--- src/rtl/sliding_window_statistics_defines.svh ---
// assertion macros for the sliding window statistics controller
`ifndef SLIDING_WINDOW_STATISTICS_DEFINES_SVH
`define SLIDING_WINDOW_STATISTICS_DEFINES_SVH

// same-cycle implication, clocked on clk, off during rst
`define SWS_ASSERT_SAME(name, ante, cons, msg) \
  name: assert property (@(posedge clk) disable iff (rst) (ante) |-> (cons)) \
    else $error(msg);

// next-cycle implication, clocked on clk, off during rst
`define SWS_ASSERT_NEXT(name, ante, cons, msg) \
  name: assert property (@(posedge clk) disable iff (rst) (ante) |=> (cons)) \
    else $error(msg);

`endif

--- src/rtl/sws_pkg.sv ---
// shared types and constants for the sliding window statistics block
`timescale 1ns / 1ps
`default_nettype none

package sws_pkg;

  localparam int WINDOW_MAX = 256;
  localparam int ADDR_W     = $clog2(WINDOW_MAX);
  localparam int LEN_W      = 9;
  localparam int SAMPLE_W   = 16;
  localparam int SUM_W      = 24;
  localparam int SQ_W       = 40;
  localparam int DIV_W      = 40;
  localparam int DIV_CNT_W  = $clog2(DIV_W);
  localparam int VAR_W      = 32;
  localparam int BAL_W      = 10;

  typedef struct packed {
    logic take;
    logic store;
    logic scan;
    logic pass;
    logic div_start;
    logic load;
  } cmd_t;

  typedef struct packed {
    logic scan_done;
    logic div_done;
    logic len_zero;
  } status_t;

endpackage

`default_nettype wire

--- src/rtl/sws_ctrl.sv ---
// controller: sequences store, two scans, two divisions and result hand-off, or hand-off alone for a zero length
`timescale 1ns / 1ps
`default_nettype none

`include "sliding_window_statistics_defines.svh"

module sws_ctrl (
  input  wire logic             clk,
  input  wire logic             rst,
  input  wire logic             sample_valid,
  output logic                  ready,
  output logic                  result_valid,
  input  wire logic             result_ready,
  input  wire sws_pkg::status_t stat,
  output sws_pkg::cmd_t         cmd
);

  typedef enum logic [2:0] {
    S_IDLE,
    S_STORE,
    S_SCAN1,
    S_DIV1,
    S_SCAN2,
    S_DIV2,
    S_DONE
  } state_t;

  state_t state;
  logic   store_q;
  logic   scan_q;
  logic   pass_q;
  logic   start_q;
  logic   take;
  logic   load;

  assign take = sample_valid && ready;
  assign load = (state == S_DONE) && (!result_valid || result_ready);

  always_comb begin
    cmd.take      = take;
    cmd.store     = store_q;
    cmd.scan      = scan_q;
    cmd.pass      = pass_q;
    cmd.div_start = start_q;
    cmd.load      = load;
  end

  always_ff @(posedge clk) begin
    if (rst) begin
      state        <= S_IDLE;
      ready        <= 1'b1;
      result_valid <= 1'b0;
      store_q      <= 1'b0;
      scan_q       <= 1'b0;
      pass_q       <= 1'b0;
      start_q      <= 1'b0;
    end else begin
      store_q <= 1'b0;
      start_q <= 1'b0;
      if (result_valid && result_ready) result_valid <= 1'b0;
      case (state)
        S_IDLE: begin
          if (take) begin
            ready <= 1'b0;
            if (stat.len_zero) begin
              state <= S_DONE;
            end else begin
              state   <= S_STORE;
              store_q <= 1'b1;
            end
          end
        end
        S_STORE: begin
          state  <= S_SCAN1;
          scan_q <= 1'b1;
          pass_q <= 1'b0;
        end
        S_SCAN1: begin
          if (stat.scan_done) begin
            scan_q  <= 1'b0;
            start_q <= 1'b1;
            state   <= S_DIV1;
          end
        end
        S_DIV1: begin
          if (stat.div_done) begin
            state  <= S_SCAN2;
            scan_q <= 1'b1;
            pass_q <= 1'b1;
          end
        end
        S_SCAN2: begin
          if (stat.scan_done) begin
            scan_q  <= 1'b0;
            start_q <= 1'b1;
            state   <= S_DIV2;
          end
        end
        S_DIV2: begin
          if (stat.div_done) begin
            state <= S_DONE;
          end
        end
        S_DONE: begin
          if (load) begin
            result_valid <= 1'b1;
            ready        <= 1'b1;
            state        <= S_IDLE;
          end
        end
        default: begin
          state <= S_IDLE;
        end
      endcase
    end
  end

  `SWS_ASSERT_NEXT(a_take_leaves_idle, take, state == S_STORE || state == S_DONE, "take did not start work")
  `SWS_ASSERT_SAME(a_div_done_in_div, stat.div_done, state == S_DIV1 || state == S_DIV2, "stray divider done")
  `SWS_ASSERT_NEXT(a_load_sets_valid, load, result_valid && ready, "load did not present word")

endmodule

`default_nettype wire

--- config.mk ---
export PLATFORM = sky130hd
export DESIGN_NAME = sws_ctrl
export DESIGN_NICKNAME = d
export VERILOG_FILES = /design/src/rtl/sws_pkg.sv /design/src/rtl/sws_ctrl.sv
export VERILOG_INCLUDE_DIRS = /design/src /design/src/rtl
export SDC_FILE = /design/constraint.sdc
export NUM_CORES = 1
export LEC_CHECK = 0
export BUFFER_PORTS_ARGS = -buffer_cell sky130_fd_sc_hd__buf_2
export CAP_MARGIN = 20
export CORE_AREA = 5 5 42 44
export DETAILED_ROUTE_END_ITERATION = 7
export DIE_AREA = 0 0 47 49
export PLACE_DENSITY = 0.64
export REMOVE_ABC_BUFFERS = 1
export SLEW_MARGIN = 20
export SYNTH_ARGS = -nofsm -noshare
export SYNTH_HDL_FRONTEND = slang
export SYNTH_SLANG_ARGS = --single-unit
--- constraint.sdc ---
create_clock -name clk -period 2.1 [get_ports clk]
set_input_delay 0.21 -clock clk [delete_from_list [all_inputs] [get_ports clk]]
set_output_delay 0.21 -clock clk [all_outputs]
set_load 0.01 [all_outputs]
## Word-level counts from Yosys, hierarchy flattened

Cells that the tools add are included.

| cells by class | value |
|---|---|
| equality and inequality tests | 13 |
| multiplexer cells | 20 |
| bitwise logic cells | 3 |
| reductions and logical operators | 16 |

Operators by type and width:

| cell | number |
|---|---|
| $mux W3 | 7 |
| $pmux W3 S7 | 1 |
| $ne A2 B2 Y1 const B | 6 |
| $eq A3 B3 Y1 const B | 3 |
| $mux W1 | 9 |
| $eq A3 B2 Y1 const B | 2 |
| $reduce_and A3 Y1 | 2 |
| $reduce_and A6 Y1 | 1 |
| $pmux W1 S2 | 2 |
| $reduce_bool A2 Y1 | 2 |
| $reduce_or A2 Y1 | 2 |
| $eq A3 B1 Y1 const B | 1 |
| $logic_and A1 B1 Y1 | 3 |
| $logic_not A3 Y1 | 1 |
| $not A1 Y1 | 3 |
| $pmux W1 S3 | 1 |
| $reduce_bool A3 Y1 | 1 |
| $reduce_or A3 Y1 | 1 |
| $ne A2 B1 Y1 const B | 1 |
| $reduce_and A2 Y1 | 1 |
| $logic_not A1 Y1 | 1 |
| $logic_or A1 B1 Y1 | 1 |

| storage, ports and cells | value |
|---|---|
| register bits | 9 |
| output and inout port bits | 8 |
| logic and storage cells | 59 |

## Longest topological paths before layout

Gate-level depths: netlist (run 1).

| depth | value |
|---|---|
| word-level depth | 5 |
| gate-level depth with buffers | 5 |
| gate-level depth less buffers | 5 |

## Worst setup path after synthesis (run 1)

No wires, ideal clock.

| path | value |
|---|---|
| path kind | register -> output |
| start | register state[2] |
| end | output port cmd[0] in the netlist's numbering |
| data arrival time | 0.938 ns |
| required time | 1.890 ns |
| path slack | 0.952 ns |
| stages on the path, launching flop included | 6 |
| path buffers | 2 |
| cells stage by stage | dfxtp_1 buf_6 nand2_1 or2_4 nor2b_4 buf_4 |

| on the way | value |
|---|---|
| word-level cells in the longest chain between the ends | 2 |

Ends and longest elaborated chain:

| what | RTL line | text |
|---|---|---|
| start: declaration | sws_ctrl.sv:28 | `state_t state;` |
| start signal: assignment | sws_ctrl.sv:50 | `state <= S_IDLE;` |
| start signal: assignment | sws_ctrl.sv:66 | `state <= S_DONE;` |
| start signal: assignment | sws_ctrl.sv:68 | `state <= S_STORE;` |
| $eq A3 B3 Y1 | sws_ctrl.sv:37 | `assign load = (state == S_DONE) && (!result_valid \|\| result_ready);` |
| $logic_and A1 B1 Y1 | sws_ctrl.sv:37 |  |
| end: declaration | sws_ctrl.sv:15 | `output sws_pkg::cmd_t cmd` |

Every way passes these cells.

==> metrics.yaml, run 1 <==
maxCapViolations: 0
cp-end-kind: "output pin"
area_delta_synth_final_pct: 7.24
ys_seq_area_share_pct: 33.6
grt_max_degree: 12
outcome: "completed"
min_path_cells: 2
vias: 451
critPathMaxStageDelay_ps: 540
drt_pass1_iterations: 4
antenna_cells: 0
p_leak_nw: 0.259
irDropWorstVdd_v: 0.000527
drc_errors: 0
path_cells: "nand2_1, or2_4, nor2b_4, buf_2"
synth_edf_count: 0
crit_arrival_ps: 1410
numCtsBuffers: 3
ant_nets: 0
cts_resized: 0
path_max_fanout: 11
hp-class: "in -> reg"
dr.first_iter.drc_count: 16
cp_top_family: "flip-flops"
slew-limit-headroom_pct: 75.6
cts_tree: "yes"
tightest_slew_ps: 366
crit_path_start_kind: "register"
worstRegToRegCells: 4
die_h_um: 49
reg2reg_slack_ps: 910
drive_gt1_share_pct: 28.8
wl_per_cell_um: 11.4
synth-async-reset-ratio_pct: 0
overflow: 0
rows: 14
fillers: 148
io_pins: 15
period_share_pct: 77.3
synth_cell_types: 28
clock-skew-final_ps: 5.46
synthTopCellsByArea: "dfxtp_1 34%, buf_4 8.4%, nand2b_1 4.7%, buf_6 4.2%, a21oi_1 3.7%"
track_usage_pct: 10.3
synthFlopType: "dfxtp_1"
cts_sinks: 9
fin_setup_tns_ps: 0
hold_viol_final: 0
cts_setup_buffers: 0
hold_buffers: 0
insertion_delay_ps: 260
drv_slew: 0
die_w_um: 47
finalNetCount: 81
post_synth.cell_area_avg_um2: 8.24
synth_warnings: 0
pwr_density_cell_nw_per_um2: 1270
yosys.area.top_type: "dfxtp_1"
place_congestion: 0.898
yosys.area.top_type_share_pct: 33.6
synth-seq-cells: 9
syn-instance-count: 65
wl_um: 1010
setup_viol: 0
hold_start: "stat[0]"
r2r_start: "state[1]$_SDFFE_PP0P_"
required_ps: 1890
core_area_um2: 1400
total_power_mw: 0.727
period_needed_ps: 1620
crit_slowest_cell: "dfxtp_1"
cts.clk_slew.worst_paths_ps: 60
r2r-end: "state[0]$_SDFFE_PP0P_"
grt_pass1_vias: 407
via_per_inst: 5.07
antenna_found_initial: 0
initial_core_util_pct: 38.2
netlist_area_um2: 536
dieArea_um2: 2300
htreeDepth: 1
io_buffer_count: 14
rsz0062_at_grt: "false"
dp_hpwl_um: 786
hold_end: "store_q$_SDFF_PP0_"
critPathBufInv: 1
grt_pass1_wl_um: 1700
worstSetupPathType: "reg -> out"
clockBufferDepth: 2
max_freq_mhz: 616
clockRootBuffer: "clkbuf_4"
[registers in the layout, summed over array words and instances (netlist names)]
register / cells
scan_q: 1
result_valid: 1
state: 3
store_q: 1
start_q: 1
pass_q: 1
ready: 1
[worst register-to-register path, stage by stage, from the launching register on]
cell and delay, ps:
dfxtp_1 540, and4b_4 290, a21oi_1 40, o21ai_1 100
o32ai_1 110
[worst max-delay path by stage]
stage	start	to	slack (ps)	cells after the start
2_1_floorplan	state[1]$_SDFFE_PP0P_	cmd[0]	930	3
4_1_cts	state[1]$_SDFFE_PP0P_	cmd[0]	460	4
3_5_place_dp	state[1]$_SDFFE_PP0P_	cmd[0]	750	4
6_report	state[1]$_SDFFE_PP0P_	cmd[0]	480	4
5_1_grt	state[1]$_SDFFE_PP0P_	cmd[0]	360	4
3_3_place_gp	state[1]$_SDFFE_PP0P_	cmd[0]	770	4
[stage by stage]
step                instances  setup slack, ps  util, %  hold WS [ps]  instance area, um2
detailed placement         85              749     39.1           441                 548
finish                     89              476     41.0           180                 574
global route               89              357     41.0           153                 574
CTS                        89              464     41.0           163                 574
global placement           85              774     39.1           444                 548
floorplan                  55              925        -           279                 458
[report_power, final]
group | internal (mW) | switching [mW] | total, mW
sequential | 0.224 | 0.0782 | 0.302
combinational | 0.141 | 0.150 | 0.291
clock | 0.0732 | 0.0611 | 0.134
[layout make-up]
class	instances	area (um2)	area share [%]
repair buffers	14	70.1	12.2
multi-input cells	42	263	45.8
well taps	16	20.0	3.49
flip-flops and latches	9	180	31.4
clock buffers	4	26.3	4.58
inverters	4	15.0	2.61
[cells in the final DEF (no fill, tap or decap)]
master	netlist	layout
clkbuf_4	0	3
o21ai_1	2	2
nor3_1	3	3
a22oi_1	1	1
nand3_1	3	3
and4b_4	1	1
nor2_1	5	5
a211oi_1	1	1
a32o_1	1	1
clkbuf_1	0	1
nand2b_1	4	4
nand2_1	5	5
dfxtp_1	9	9
or2_4	1	1
nor2b_4	1	1
buf_2	1	14
a31oi_1	1	1
o21ai_0	2	2
a21oi_1	4	4
inv_1	4	4
xnor2_2	1	1
o32ai_1	1	1
and2b_1	1	1
a211o_1	1	1
nand3b_1	1	1
o21bai_1	1	1
nor4_1	1	1
[cell usage after synthesis (all sizes together) (3+ instances only)]
library cell	number
a21oi	4
buf	9
dfxtp	9
inv	4
nand2	5
nand2b	4
nand3	3
nor2	5
nor3	3
o21ai	4
[logic make-up (layout without fill, tap and decap cells)]
kind of cell / Yosys count / count (layout) / share of synthesized area (%)
buf+inv: 14 / 22 / 17.3
compound gates: 15 / 15 / 18.0
flops: 9 / 9 / 33.6
xor+xnor: 1 / 1 / 3.04
simple gates: 26 / 26 / 28.0
[layer usage]
layer	track usage [%]	vias up	routed length (um)
li1	-	231	-
met1	12.4	202	436
met2	14.7	16	479
met3	7.01	2	88
met4	2.76	0	8
met5	0	-	0
(Power assumes the default switching activity.)
==> run 2, diff against run 1 <==
==> constraint.sdc (replaced) <==
create_clock -name clk -period 1.69 [get_ports clk]
set_input_delay 0.169 -clock clk [delete_from_list [all_inputs] [get_ports clk]]
set_output_delay 0.169 -clock clk [all_outputs]
set_load 0.01 [all_outputs]
==> run 2 against run 1 <==
Net effect: critical path depth stayed put; first-iteration DRC count is 56% lower; sequential power is 26% higher; largest power group unchanged.
==> metrics.yaml, run 2 (same netlist as run 1, synthesis figures left out) <==
insertion_delay_ps: 270  # about the same
p_leak_nw: 0.259  # about the same
cts_sinks: 9  # unchanged
pwr_density_cell_nw_per_um2: 1590  # +26%
fin_setup_tns_ps: 0  # unchanged
cts_setup_buffers: 0  # unchanged
dieArea_um2: 2300  # unchanged
fin_hold_ws_ps: 126  # -53.9 ps
irDropWorstVdd_v: 0.000560  # +6.3%
slew-limit-headroom_pct: 77.1  # +1.5 points
setup_viol: 0  # unchanged
worstSetupPathType: "reg -> out"
path_max_fanout: 10  # -1
critPathMaxStageDelay_ps: 520  # -20 ps
outcome: "completed"
antenna_cells: 0  # unchanged
grt_pass1_vias: 452  # +11%
io_buffer_count: 14  # unchanged
numCtsBuffers: 3  # unchanged
drc_errors: 0  # unchanged
via_per_inst: 5.25  # +3.5%
rsz0062_at_grt: "false"
period_share_pct: 93.6
max_freq_mhz: 632
tightest_slew_ps: 344  # -22.5 ps
setup_ws_ps: 108  # -368 ps
top_register: "state"
vias: 467  # +3.5%
cp_top_family: "flip-flops"
place_congestion: 0.899  # +0.12%
wl_per_cell_um: 12.3  # +7.9%
post-place-ws_ps: 389  # -360 ps
path_cells: "nand2_1, or2_4, nor2b_4, buf_2"
rows: 14  # unchanged
clock-skew-final_ps: 4.49  # -0.962 ps
dr.first_iter.drc_count: 7  # -9
final_common_cell: "buf_2"
critPathBufInv: 1  # unchanged
io_pins: 15  # unchanged
clockRootBuffer: "clkbuf_4"
area_delta_synth_final_pct: 7.48
grt_max_degree: 12  # unchanged
largest_reg_flops: 3  # unchanged
die_h_um: 49  # unchanged
wl_um: 1090  # +7.9%
hold_viol_final: 0  # unchanged
dp_hpwl_um: 825  # +5.0%
cts.clk_slew.worst_paths_ps: 60  # about the same
crit_slowest_cell: "dfxtp_1"
maxCapViolations: 0  # unchanged
die_w_um: 47  # unchanged
period_needed_ps: 1580
antenna_found_initial: 0  # unchanged
htreeDepth: 1  # unchanged
cts_tree: "yes"
required_ps: 1520  # -370 ps
hold_buffers: 0  # unchanged
clockBufferDepth: 2  # unchanged
drv_slew: 0  # unchanged
finalNetCount: 81  # unchanged
hp-class: "in -> reg"
core_area_um2: 1400  # unchanged
ant_nets: 0  # unchanged
overflow: 0  # unchanged
crit_arrival_ps: 1410  # about the same
crit_path_start_kind: "register"
grt_pass1_wl_um: 1850  # +8.5%
layout_common_cells: "14 x buf_2, 8 x dfxtp_1, 5 x nand2_1, 5 x nor2_1"
track_usage_pct: 11.4  # +1.1 points
total_power_mw: 0.915  # +26%
drt_pass1_iterations: 3  # -1
drive_gt1_share_pct: 30.1  # +1.4 points
initial_core_util_pct: 38.2  # unchanged
cp-end-kind: "output pin"
==> run 2: worst paths after layout <==
kind	from	to	slack, ps	cells after the start
hold reg to reg	ready$_SDFFE_PP1P_	ready$_SDFFE_PP1P_	500	1
hold / removal	stat[0]	store_q$_SDFF_PP0_	130	2
setup reg to reg	state[2]$_SDFFE_PP0P_	state[0]$_SDFFE_PP0P_	480	4
setup / recovery	state[2]$_SDFFE_PP0P_	cmd[0]	110	4
==> run 2: report_power, final <==
part	internal, mW	total (mW)	switching [mW]
Sequential	0.281	0.381	0.0995
Combinational	0.175	0.364	0.189
Clock	0.0913	0.171	0.0795
==> run 2: through the flow <==
stage | util, % | instance area [um2] | std cells
finish | 41.1 | 576 | 89
global route | 41.1 | 576 | 89
CTS | 41.0 | 574 | 89
detailed placement | 39.1 | 548 | 85
global placement | 39.1 | 548 | 85
floorplan | - | 458 | 55
==> run 2: layout make-up <==
class,count,area [um2]
multi-input cells,42,263
inverters,4,15.0
flip-flops and latches,9,181
repair buffers,14,70.1
clock buffers,4,26.3
fillers,167,826
well taps,16,20.0
==> run 2: layer usage <==
layer | GRT usage, % | vias to the layer above | routed length (um)
met5 | 0 | - | 0
met3 | 7.01 | 2 | 94
met2 | 16.3 | 15 | 543
li1 | - | 233 | -
met4 | 6.91 | 0 | 24
met1 | 12.2 | 217 | 430
==> run 2: repair_timing <==
action                                  4_1_cts  5_1_grt
gates resized for setup                       0        1
endpoints found under the setup margin        0        1
endpoints found under the hold margin         0        0
==> run 3, diff against run 2 <==
--- a/config.mk
+++ b/config.mk
@@ -8,9 +8,9 @@
 export LEC_CHECK = 0
 export BUFFER_PORTS_ARGS = -buffer_cell sky130_fd_sc_hd__buf_2
 export CAP_MARGIN = 20
-export CORE_AREA = 5 5 42 44
+export CORE_AREA = 3 3 40 42
 export DETAILED_ROUTE_END_ITERATION = 7
-export DIE_AREA = 0 0 47 49
+export DIE_AREA = 0 0 43 45
 export PLACE_DENSITY = 0.64
 export REMOVE_ABC_BUFFERS = 1
 export SLEW_MARGIN = 20
==> run 3 against run 2 <==
Net effect: count of clock-buffer cells in the layout unchanged; utilization up 3.7 points; fmax up 7.7%; clock power shrank 2%; critical path depth stayed put; register-to-register slack improved by 100 ps; clock skew decreased by 3.2 ps; routed wire length shrank 9.2%; via count increased by 1.1%; highest routed layer unchanged.
==> metrics.yaml, run 3 (same netlist as run 1, synthesis figures left out) <==
outcome: "completed"
hold_viol_final: 0  # unchanged
post-place-ws_ps: 387  # -2.55 ps
place_congestion: 0.833  # -7.4%
fin_setup_tns_ps: 0  # unchanged
finalNetCount: 81  # unchanged
numCtsBuffers: 3  # unchanged
drt_pass1_iterations: 4  # +1
largest_reg_flops: 3  # unchanged
reg2reg_slack_ps: 580  # +100 ps
die_h_um: 45  # -8.2%
drv_slew: 0  # unchanged
insertion_delay_ps: 260  # about the same
crit_path_start_kind: "register"
setup_ws_ps: 221  # +113 ps
irDropWorstVdd_v: 0.000764  # +37%
dp_hpwl_um: 741  # -10%
max_freq_mhz: 681  # +7.7%
rsz0062_at_grt: "false"
hold_end: "store_q$_SDFF_PP0_"
grt_pass1_vias: 409  # -9.5%
period_needed_ps: 1470  # -113 ps
crit_slowest_cell: "dfxtp_2"
fin_hold_ws_ps: 121  # -5.84 ps
path_cells: "nand2_1, or2_4, nor2b_4, buf_2"
io_buffer_count: 14  # unchanged
r2r_start: "state[0]$_SDFFE_PP0P_"
critPathMaxStageDelay_ps: 440  # -80 ps
slew-limit-headroom_pct: 81.2  # +4.1 points
hp-class: "in -> reg"
clockRootBuffer: "clkbuf_4"
cts_resized: 0  # unchanged
layout_common_cells: "14 x buf_2, 7 x dfxtp_1, 5 x nand2_1, 5 x nor2_1"
core_area_um2: 1280  # -8.3%
p_leak_nw: 0.260  # +0.15%
vias: 472  # +1.1%
hold_buffers: 0  # unchanged
ant_nets: 0  # unchanged
drive_gt1_share_pct: 31.5  # +1.4 points
top_register: "state"
via_per_inst: 5.36  # +2.2%
track_usage_pct: 11.9  # +0.47 points
pwr_density_cell_nw_per_um2: 1580  # -0.53%
cts_tree: "yes"
htreeDepth: 1  # unchanged
antenna_cells: 0  # unchanged
crit_arrival_ps: 1300  # -110 ps
wl_per_cell_um: 11.3  # -8.2%
worstRegToRegCells: 3  # -1
worstSetupPathType: "reg -> out"
placedCellCount: 84  # -1.2%
grt_pass1_wl_um: 1680  # -9.0%
required_ps: 1520  # about the same
cts_sinks: 9  # unchanged
rows: 13  # -1
io_pins: 15  # unchanged
maxCapViolations: 0  # unchanged
dr.first_iter.drc_count: 12  # +5
setup_viol: 0  # unchanged
die_w_um: 43  # -8.5%
area_delta_synth_final_pct: 7.48  # unchanged
grt_max_degree: 12  # unchanged
tightest_slew_ps: 281  # -62.1 ps
cts_setup_buffers: 0  # unchanged
dieArea_um2: 1940  # -16%
period_share_pct: 86.9  # -6.7 points
clockBufferDepth: 2  # unchanged
stdcell_count: 88  # -1.1%
cp-end-kind: "output pin"
antenna_found_initial: 0  # unchanged
final_util_pct: 44.8  # +3.7 points
r2r-end: "ready$_SDFFE_PP1P_"
min_path_cells: 2  # unchanged
hold_start: "stat[0]"
overflow: 0  # unchanged
initial_core_util_pct: 41.7  # +3.5 points
cts.clk_slew.worst_paths_ps: 60  # about the same
drc_errors: 0  # unchanged
clock-skew-final_ps: 1.26  # -3.23 ps
wl_um: 992  # -9.2%
path_max_fanout: 11  # +1
final_common_cell: "buf_2"
[run 3: routing by layer]
metal  share of wire (%)  vias up  global-route usage [%]
met5                   0        -                       0
met4                0.71        0                    3.61
met3                 9.2        2                    7.57
met2                  45       17                    18.0
met1                  45      216                    13.8
li1                    -      237                       -
[run 3: layout make-up]
type,count,area (um2)
Multi-Input combinational cell,42,263
Clock buffer,4,26.3
Fill cell,132,709
Sequential cell,9,183
Tap cell,15,18.8
Timing Repair Buffer,14,70.1
Inverter,4,15.0
[run 3: per-stage QoR]
step                total power, mW  area, um2
floorplan                     0.632        458
global placement              0.744        547
detailed placement            0.739        547
CTS                           0.913        573
global route                   1.00        576
finish                        0.910        576
[run 3: how the worst max path moves through the flow]
stage | startpoint | end | depth (start not counted)
2_1_floorplan | state[1]$_SDFFE_PP0P_ | cmd[0] | 3
3_3_place_gp | state[1]$_SDFFE_PP0P_ | cmd[0] | 4
3_5_place_dp | state[1]$_SDFFE_PP0P_ | cmd[0] | 4
4_1_cts | state[1]$_SDFFE_PP0P_ | cmd[0] | 4
5_1_grt | state[1]$_SDFFE_PP0P_ | cmd[0] | 4
6_report | state[1]$_SDFFE_PP0P_ | cmd[0] | 4
[run 3: critical path, delay by kind of cell, from the launching register on]
| kind | cells | cell delay [ps] |
|---|---|---|
| flip-flops | 1 | 440 |
| AND/OR/NAND/NOR | 3 | 460 |
| buffers and inverters | 1 | 130 |
[run 3: power breakdown]
part / switching [mW] / total [mW] / internal, mW
Combinational: 0.186 / 0.361 / 0.175
Sequential: 0.0985 / 0.382 / 0.283
Clock: 0.0762 / 0.167 / 0.0911
Total: 0.360 / 0.910 / 0.550
